### config.mk
export PLATFORM = sky130hd
export DESIGN_NAME = ps2_mouse_packet_decoder_top
export DESIGN_NICKNAME = d
export VERILOG_FILES = /design/src/sv/ps2m_pkg.sv /design/src/sv/ps2m_asm.sv /design/src/sv/ps2m_emit.sv /design/src/sv/ps2_mouse_packet_decoder_top.sv
export SDC_FILE = /design/constraint.sdc
export NUM_CORES = 1
export LEC_CHECK = 0
export BUFFER_PORTS_ARGS = -buffer_cell sky130_fd_sc_hd__clkbuf_2
export CAP_MARGIN = 25
export CELL_PAD_IN_SITES_DETAIL_PLACEMENT = 1
export CELL_PAD_IN_SITES_GLOBAL_PLACEMENT = 1
export CORE_UTILIZATION = 43
export CTS_BUF_LIST = sky130_fd_sc_hd__clkbuf_8
export DETAILED_ROUTE_END_ITERATION = 8
export GPL_TIMING_DRIVEN = 0
export HOLD_SLACK_MARGIN = 0.06
export PLACE_DENSITY = 0.87
export SLEW_MARGIN = 20
export SYNTH_ARGS = -nofsm -noshare
export SYNTH_HDL_FRONTEND = slang
export SYNTH_SLANG_ARGS = --single-unit
### constraint.sdc
create_clock -name clk -period 2.25 [get_ports clk]
set_clock_uncertainty 0.1 [all_clocks]
set_input_delay 0.45 -clock clk [delete_from_list [all_inputs] [get_ports clk]]
set_output_delay 0.45 -clock clk [all_outputs]
set_load 0.005 [all_outputs]
### src/sv/ps2m_pkg.sv
// ----------------------------------------------------------------------------
// ps2m_pkg
// Shared types and constants for the PS/2 mouse packet decoder.
// ----------------------------------------------------------------------------
package ps2m_pkg;

    // Position of the next byte within a three-byte packet.
    localparam logic [1:0] POS_HDR = 2'd0;
    localparam logic [1:0] POS_X   = 2'd1;
    localparam logic [1:0] POS_Y   = 2'd2;

    // Header bit that must be set in a well-aligned packet.
    localparam int SYNC_BIT    = 3;
    localparam int NUM_BUTTONS = 3;

    // Event kinds on the output channel.
    localparam logic [1:0] EV_MOVE    = 2'd0;
    localparam logic [1:0] EV_PRESS   = 2'd1;
    localparam logic [1:0] EV_RELEASE = 2'd2;

    // The events caused by one byte, awaiting delivery.
    typedef struct packed {
        logic                   move;
        logic [NUM_BUTTONS-1:0] chg;
        logic [NUM_BUTTONS-1:0] newb;
        logic signed [7:0]      dx;
        logic signed [8:0]      dy;
    } evset_t;

endpackage

### src/sv/ps2m_asm.sv
// ----------------------------------------------------------------------------
// ps2m_asm
// Packet assembler: holds the packet state and works out the set of events
// that the incoming byte causes.
// ----------------------------------------------------------------------------
module ps2m_asm
    import ps2m_pkg::*;
(
    input  logic       clk,
    input  logic       rst_n,
    input  logic       accept,
    input  logic [7:0] data_byte,
    output evset_t     set
);

    logic [1:0]             pos_reg, pos_next;
    logic [7:0]             hdr_reg, hdr_next;
    logic [7:0]             x_reg, x_next;
    logic [NUM_BUTTONS-1:0] btn_reg, btn_next;

    always_comb
    begin
        pos_next = pos_reg;
        hdr_next = hdr_reg;
        x_next   = x_reg;
        btn_next = btn_reg;
        set      = '0;
        case (pos_reg)
            POS_X:
            begin
                x_next   = data_byte;
                pos_next = POS_Y;
            end
            POS_Y:
            begin
                pos_next = POS_HDR;
                if (hdr_reg[SYNC_BIT])
                begin
                    set.move = (x_reg != 8'd0) || (data_byte != 8'd0);
                    if (set.move)
                    begin
                        set.dx = x_reg;
                        // Negate the signed Y movement into nine bits.
                        set.dy = 9'sd0 - $signed({data_byte[7], data_byte});
                    end
                    set.chg  = btn_reg ^ hdr_reg[NUM_BUTTONS-1:0];
                    set.newb = hdr_reg[NUM_BUTTONS-1:0];
                    btn_next = hdr_reg[NUM_BUTTONS-1:0];
                end
            end
            default:
            begin
                hdr_next = data_byte;
                pos_next = POS_X;
            end
        endcase
    end

    always_ff @(posedge clk or negedge rst_n)
    begin
        if (!rst_n)
        begin
            pos_reg <= POS_HDR;
            hdr_reg <= '0;
            x_reg   <= '0;
            btn_reg <= '0;
        end
        else if (accept)
        begin
            pos_reg <= pos_next;
            hdr_reg <= hdr_next;
            x_reg   <= x_next;
            btn_reg <= btn_next;
        end
    end

endmodule

### src/sv/ps2m_emit.sv
// ----------------------------------------------------------------------------
// ps2m_emit
// Event emitter: holds the pending event set and delivers one event per
// cycle through the output register while the receiver is ready.
// ----------------------------------------------------------------------------
module ps2m_emit
    import ps2m_pkg::*;
(
    input  logic              clk,
    input  logic              rst_n,
    input  logic              load,
    input  evset_t            set,
    output logic              pend_any,
    output logic              out_valid,
    input  logic              out_ready,
    output logic [1:0]        event_kind,
    output logic signed [7:0] delta_x,
    output logic signed [8:0] delta_y,
    output logic [1:0]        button_number,
    output logic              last_event
);

    evset_t            pend_reg, pend_next;
    evset_t            src;
    logic              valid_reg, valid_next;
    logic [1:0]        kind_reg, kind_next;
    logic signed [7:0] dx_reg, dx_next;
    logic signed [8:0] dy_reg, dy_next;
    logic [1:0]        btn_reg, btn_next;
    logic              last_reg, last_next;
    logic              take;

    assign pend_any = pend_reg.move || (pend_reg.chg != '0);
    assign take     = !valid_reg || out_ready;

    // A new set is only loaded while nothing is pending, so the first event
    // of a freshly loaded set can go straight to the output register.
    assign src = load ? set : pend_reg;

    always_comb
    begin
        pend_next  = src;
        valid_next = valid_reg;
        kind_next  = kind_reg;
        dx_next    = dx_reg;
        dy_next    = dy_reg;
        btn_next   = btn_reg;
        last_next  = last_reg;
        if (take)
        begin
            valid_next = src.move || (src.chg != '0);
            dx_next    = '0;
            dy_next    = '0;
            btn_next   = '0;
            kind_next  = EV_MOVE;
            if (src.move)
            begin
                dx_next        = src.dx;
                dy_next        = src.dy;
                pend_next.move = 1'b0;
            end
            else if (src.chg[0])
            begin
                kind_next        = src.newb[0] ? EV_PRESS : EV_RELEASE;
                btn_next         = 2'd1;
                pend_next.chg[0] = 1'b0;
            end
            else if (src.chg[1])
            begin
                kind_next        = src.newb[1] ? EV_PRESS : EV_RELEASE;
                btn_next         = 2'd2;
                pend_next.chg[1] = 1'b0;
            end
            else if (src.chg[2])
            begin
                kind_next        = src.newb[2] ? EV_PRESS : EV_RELEASE;
                btn_next         = 2'd3;
                pend_next.chg[2] = 1'b0;
            end
            last_next = !(pend_next.move || (pend_next.chg != '0));
        end
    end

    always_ff @(posedge clk or negedge rst_n)
    begin
        if (!rst_n)
        begin
            pend_reg  <= '0;
            valid_reg <= 1'b0;
        end
        else
        begin
            pend_reg  <= pend_next;
            valid_reg <= valid_next;
        end
    end

    always_ff @(posedge clk)
    begin
        kind_reg <= kind_next;
        dx_reg   <= dx_next;
        dy_reg   <= dy_next;
        btn_reg  <= btn_next;
        last_reg <= last_next;
    end

    assign out_valid     = valid_reg;
    assign event_kind    = kind_reg;
    assign delta_x       = dx_reg;
    assign delta_y       = dy_reg;
    assign button_number = btn_reg;
    assign last_event    = last_reg;

endmodule

### src/sv/ps2_mouse_packet_decoder_top.sv
// ----------------------------------------------------------------------------
// ps2_mouse_packet_decoder_top
// Assembles PS/2 mouse bytes into three-byte packets and emits move and
// button events.
// ----------------------------------------------------------------------------
// Bytes received from the mouse enter as requests on the input channel
// (in_valid, in_ready, data_byte). Every third byte completes a packet. If
// the header byte has its sync bit set, the packet yields a move event when
// either movement is nonzero, then a press or release event for each button
// whose state changed, in button order. The last event of a byte is marked
// by last_event. A packet with a clear sync bit is dropped silently.
// Events leave as requests on the output channel (out_valid, out_ready and
// the event fields).
// The first event of a packet is written into the output register at the
// edge that accepts the third byte, so it is offered in the very next cycle
// when the output register is free. Events leave at one per cycle while the
// receiver is ready. The pending event register is what paces the input: a
// new byte is taken only once all events of the previous one have moved out
// of it. Reset clears the packet position, the stored bytes, the button
// states and any pending events. When the receiver stalls, the current event
// holds on the output and the remaining events wait in the pending register.
// ----------------------------------------------------------------------------
module ps2_mouse_packet_decoder_top
    import ps2m_pkg::*;
(
    input  logic              clk,
    input  logic              rst_n,
    input  logic              in_valid,
    output logic              in_ready,
    input  logic [7:0]        data_byte,
    output logic              out_valid,
    input  logic              out_ready,
    output logic [1:0]        event_kind,
    output logic signed [7:0] delta_x,
    output logic signed [8:0] delta_y,
    output logic [1:0]        button_number,
    output logic              last_event
);

    evset_t set;
    logic   pend_any;
    logic   accept;

    // The byte is taken only when no events of the previous byte wait.
    assign in_ready = !pend_any;
    assign accept   = in_valid && in_ready;

    ps2m_asm u_asm (
        .clk       (clk),
        .rst_n     (rst_n),
        .accept    (accept),
        .data_byte (data_byte),
        .set       (set)
    );

    ps2m_emit u_emit (
        .clk           (clk),
        .rst_n         (rst_n),
        .load          (accept),
        .set           (set),
        .pend_any      (pend_any),
        .out_valid     (out_valid),
        .out_ready     (out_ready),
        .event_kind    (event_kind),
        .delta_x       (delta_x),
        .delta_y       (delta_y),
        .button_number (button_number),
        .last_event    (last_event)
    );

`ifndef NO_ASSERTIONS
    // A move event carries no button number.
    assert property (@(posedge clk) disable iff (!rst_n)
        out_valid && (event_kind == EV_MOVE) |-> button_number == 2'd0)
        else $error("move event with a button number");

    // A button event carries no movement and names a real button.
    assert property (@(posedge clk) disable iff (!rst_n)
        out_valid && (event_kind != EV_MOVE)
        |-> (delta_x == 8'sd0) && (delta_y == 9'sd0) && (button_number != 2'd0))
        else $error("button event with movement or no button");

    // While further events of the same byte wait, no new byte is taken.
    assert property (@(posedge clk) disable iff (!rst_n)
        out_valid && !last_event |-> !in_ready)
        else $error("input ready while events of a byte still wait");
`endif

endmodule
* Word-level counts from Yosys, hierarchy flattened
Cells that the tools add are included.
** Storage, ports and cells
- Output and inout bits :: 24
- Register bits after elaboration :: 64
- Word-level logic and storage cells :: 60
** Operators by class
- Reduce and logical (&&, ||, !) cells :: 19
- Multiplexer cells :: 20
- Bitwise gates (word level) :: 2
- Eq/ne operators :: 2
- Add/sub/neg operators :: 1
** Operators with widths (count)
- 2-to-1 mux 24 bit :: 3
- 2-to-1 mux 2 bit :: 9
- 2-to-1 mux 17 bit :: 1
- nonzero test 8 bit :: 2
- nonzero test 3 bit :: 3
- subtractor 1 x 8 -> 9 bit (first input constant) :: 1
- 2-to-1 mux 3 bit :: 2
- logical OR 1 bit :: 5
- 2-to-1 mux 4 bit :: 1
- one-hot mux 2 bit (2 select lines) :: 1
- AND reduction 2 bit :: 2
- OR reduction 2 bit :: 2
- zero test 1 bit :: 3
- 2-to-1 mux 1 bit :: 3
- AND reduction 3 bit :: 1
- bitwise XOR 3 bit :: 1
- == test 2 x 1 -> 1 bit (second input constant) :: 1
- == test 2 bit (second input constant) :: 1
- logical AND 1 bit :: 1
- inverter 1 bit :: 1

* Longest topological paths before layout
- Depth after elaboration :: 13
- Depth in mapped cells :: 9

* Hierarchy
From an unflattened synthesis, not the netlist that was laid out.
** Second synthesis, totals
- Cells, all modules :: 228
- Area total of the unflattened synthesis :: 2925.3 um2
** By module, submodules not included
- ps2m_emit :: cells each 128, seq. area each 1286.2 um2, times used 1, area an instance 1939.4 um2
- ps2m_asm :: cells each 98, seq. area each 425.4 um2, times used 1, area an instance 975.9 um2
- ps2_mouse_packet_decoder_top :: cells each 2, seq. area each 0.0 um2, times used 1, area an instance 10.0 um2

* Least setup slack after synthesis
No wires, ideal clock.
- Path kind :: input to register
- Start point :: input data_byte[0]
- End point :: register u_emit.dy_reg[5] (netlist: u_emit.delta_y[5]), data pin
- Arrival time :: 2.329 ns
- Stages :: 8
- Slack :: -0.439 ns
- Buffers on the path :: 1
- Library setup time :: 0.260 ns
- Data required time :: 1.890 ns
- Path through :: inv_1 > ha_1 > or4b_4 > or4_4 > and2_1 > buf_6 > a22o_1 > nor2b_1
** RTL lines
- start: declaration :: line ps2_mouse_packet_decoder_top.sv:30 : input logic [7:0] data_byte,
- end signal: assignment :: line ps2m_emit.sv:102 : dy_reg <= dy_next;
- end: declaration :: line ps2m_emit.sv:28 : logic signed [8:0] dy_reg, dy_next;

* Final worst setup path
- Start point :: input data_byte[0]
- End point :: register u_emit.btn_reg[1] (netlist: u_emit.button_number[1]), data pin
** Between the ends
- Word-level cells in the longest chain between the ends :: 6
** Ends and longest elaborated chain
- nonzero test 8 bit :: line ps2m_asm.sv:39 : set.move = (x_reg != 8'd0) || (data_byte != 8'd0);
- logical OR 1 bit :: line ps2m_asm.sv:39
- 2-to-1 mux 24 bit :: line ps2m_asm.sv:37 : if (hdr_reg[SYNC_BIT])
- 2-to-1 mux 24 bit :: line ps2m_asm.sv:28 : case (pos_reg)
- 2-to-1 mux 24 bit :: line ps2m_emit.sv:38 : assign src = load ? set : pend_reg;
- OR reduction 2 bit (no line)
- end signal: assignment :: line ps2m_emit.sv:103 : btn_reg <= btn_next;
- end: declaration :: line ps2m_emit.sv:29 : logic [1:0] btn_reg, btn_next;
Every way passes these cells.
A chain may end at the register's enable or synchronous reset.

==> metrics.md <==
| Metric | Value |
|---|---|
| Outcome | finished, violations left |
| Failing checks | setup timing |
| Initial Util | 45.3% |
| Tightest Hold Check Type | primary input to flop |
| YS warnings | 0 |
| Overflow after GRT | 0 |
| DRT antenna net count | 0 |
| Row Count | 28 |
| Setup TNS | -4.51 ns |
| Sink Count | 64 |
| Worst-path clk slew | 0.07 ns |
| Non-Filler Instances | 372 |
| Mean Syn Cell Area | 12.3 sq um |
| Final WS setup | -0.215 ns |
| Final hold viol count | 0 |
| Top post-synthesis cells by area | dfrtp_1 39%, edfxtp_1 24%, a22o_1 4.2% |
| Yosys reg bits | 64 |
| Most used cell, CP | buf_12 |
| TritonCTS buffer count | 9 |
| Largest net degree at the start of global routing | 43 |
| Register area share after synthesis | 62.7% |
| Unrepaired setup endpoints after global routing | yes |
| First-pass GRT wire length | 11.8 mm |
| Slowest CP cell | or4_4 |
| Core area | 6030 sq um |
| Leakage power | 1.66 nW |
| Syn Inst Count | 222 |
| Share of cells above drive strength 1 | 41.8% |
| Synth top cells by count | 42 x dfrtp_1, 27 x nand2_1, 22 x edfxtp_1 |
| Bufs on Longest Clock Path | 2 |
| Worst path bufs/invs | 5 |
| Detailed placement HPWL | 4.35 mm |
| Critical Path AT | 2.58 ns |
| Setup violators final | 32 |
| Max stage delay on crit path | 0.56 ns |
| Full die area | 6670 sq um |
| Share of async-settable or async-resettable flops after synthesis | 65.6% |
| Kind of critical path | primary input to flop |
| EDFF count, synth | 22 |
| Max reg flops | 24 |
| Final period utilization | 110% |
| Max-cap viol count | 0 |
| Worst Path Required | 2.36 ns |
| Critical path, cell by cell | buf_12 > clkinv_8 > ha_4 > or4b_4 > or4_4 > buf_6 > a21oi_4 > buf_12 > buf_12 > nand2_1 > nor2_1 |
| Number of vias per cell | 5.87 |
| Drt first pass iters | 4 |
| N_diodes | 0 |
| Synthesis-to-layout area growth | 37.8% |
| Fin crit period | 2.47 ns |
| Setup Slack @ Placement | -0.589 ns |
| IO Count | 36 |
| Net Count, Synth | 237 |
| Slew @ Worst Pin | 0.781 ns |
| Die Width | 81.7 microns |
| DIE HEIGHT | 81.7 microns |
| Dpl cells | 332 |
| Fin. max-slew vios | 0 |
| Port Buffers | 35 |
| Crit path max fanout | 5 |
| Most common cell in the netlist | dfrtp_1 |
| Yosys top cell area share | 38.5% |
| Vias in the first global route | 2183 |
| Slew HR | 47.9% |
| DRC | 0 |
| Post-synth top area cell | dfrtp_1 |
| Startpoint Class | primary input |
| CP Capture Type | flop |
| Count of cell types in the netlist | 41 |
| Post-DR wirelength/cell | 22.4 microns |
| GRT Total Usage | 25.3% |
| Synth Flop Type | dfrtp_1 |
| Initial antenna violation count | 0 |
| CTS Root Cell | clkbuf_8 |
| Routability Congestion | 0.795 |
| Latest clock arrival within the worst-skew pair | 0.36 ns |
| Family with the most delay on the worst path | simple AND/OR/NAND/NOR gates |
| Pwr Density | 1050 nW/um^2 |
| Maximum vdd drop | 0.000598 V |
| WL final | 8.33 mm |
| Initial DRC Count | 129 |
| H-tree depth | 3 |
| Via Count | 2184 |
| Post-synthesis cell area | 2730 sq um |
| Max frequency | 406 MHz |
| CTS tree | built |
| Final net count | 307 |
## stage by stage
step | area (sq um) | power [W] | utilization (%) | hold slack [ns]
global placement | 3070 | 0.00248 | 50.9 | 0.360
global route | 3760 | 0.00413 | 62.4 | 0.314
floorplan | 2800 | 0.00223 | - | 0.0544
detailed placement | 3070 | 0.00256 | 50.9 | 0.380
CTS | 3450 | 0.00373 | 57.3 | 0.226
finish | 3760 | 0.00396 | 62.4 | 0.321
## report_power, final
group          internal [W]  switching, W  total [W]
logic              0.000565      0.000640    0.00120
clock network      0.000545      0.000490    0.00103
registers           0.00152      0.000200    0.00172
total               0.00263       0.00133    0.00396
## final cells by class
| cell class | instances | area, sq um |
|---|---|---|
| flip-flops and latches | 64 | 1720 |
| clock buffers | 10 | 138 |
| well taps | 75 | 93.8 |
| repair buffers | 60 | 484 |
| multi-input cells | 142 | 1130 |
| plain buffers | 8 | 75.1 |
| inverters | 7 | 51.3 |
| fillers | 604 | 2260 |
| clock inverters | 6 | 68.8 |
## cell usage in the layout (no fill, tap or decap), drive strengths merged, types with 2 or more instances in the layout
cell,n
o211ai,3
dfrtp,42
clkinv,5
nor4b,2
nand2,27
a41oi,2
edfxtp,22
and2,3
nor2b,14
clkbuf,46
or4,3
a22o,13
nor3,5
buf,31
or3,2
xor2,2
a21oi,9
xnor2,5
mux2,9
or4b,2
nand3,4
nor2,9
nand4,3
inv,6
ha,3
o21ai,10
## layer usage
| layer | GRT usage (%) | part of all wire (%) |
|---|---|---|
| met1 | 31.0 | 39 |
| met2 | 40.5 | 51 |
| met3 | 6.11 | 5.5 |
| met4 | 15.4 | 3.7 |
| met5 | 0 | 0 |
## logic make-up (layout without fill, tap and decap cells)
group	count (synthesis)	count (layout)	synth area share (%)
compound gates	45	45	12.2
flops	64	64	62.7
mux	9	9	3.71
buf+inv	16	91	2.66
simple gates	78	78	15.1
xor+xnor	7	7	2.25
fa+ha+maj	3	3	1.38
## timing repair
item	4_1_cts	5_1_grt
endpoints found under the hold margin	0	18
hold buffers	0	1
gates resized for setup	18	40
setup endpoints to repair	42	36
pin swaps	4	15
gates cloned	2	1
setup buffers	11	11
## path summary, 6_finish.rpt
check	startpoint	endpoint	slack, ns	cells past startpoint
max in group asynchronous	rst_n	u_emit.pend_reg[2]	1.07	3
min in group asynchronous	rst_n	u_asm.pos_reg[1]	0.48	2
hold reg to reg	u_emit.pend_reg[12]	u_emit.pend_reg[12]	0.41	2
setup reg to reg	u_asm.x_reg[0]	u_emit.button_number[1]	-0.22	8
setup / recovery	data_byte[0]	u_emit.button_number[1]	-0.22	11
hold / removal	data_byte[7]	u_emit.pend_reg[8]	0.32	2
No activity file was read; power rests on OpenSTA's default activity.
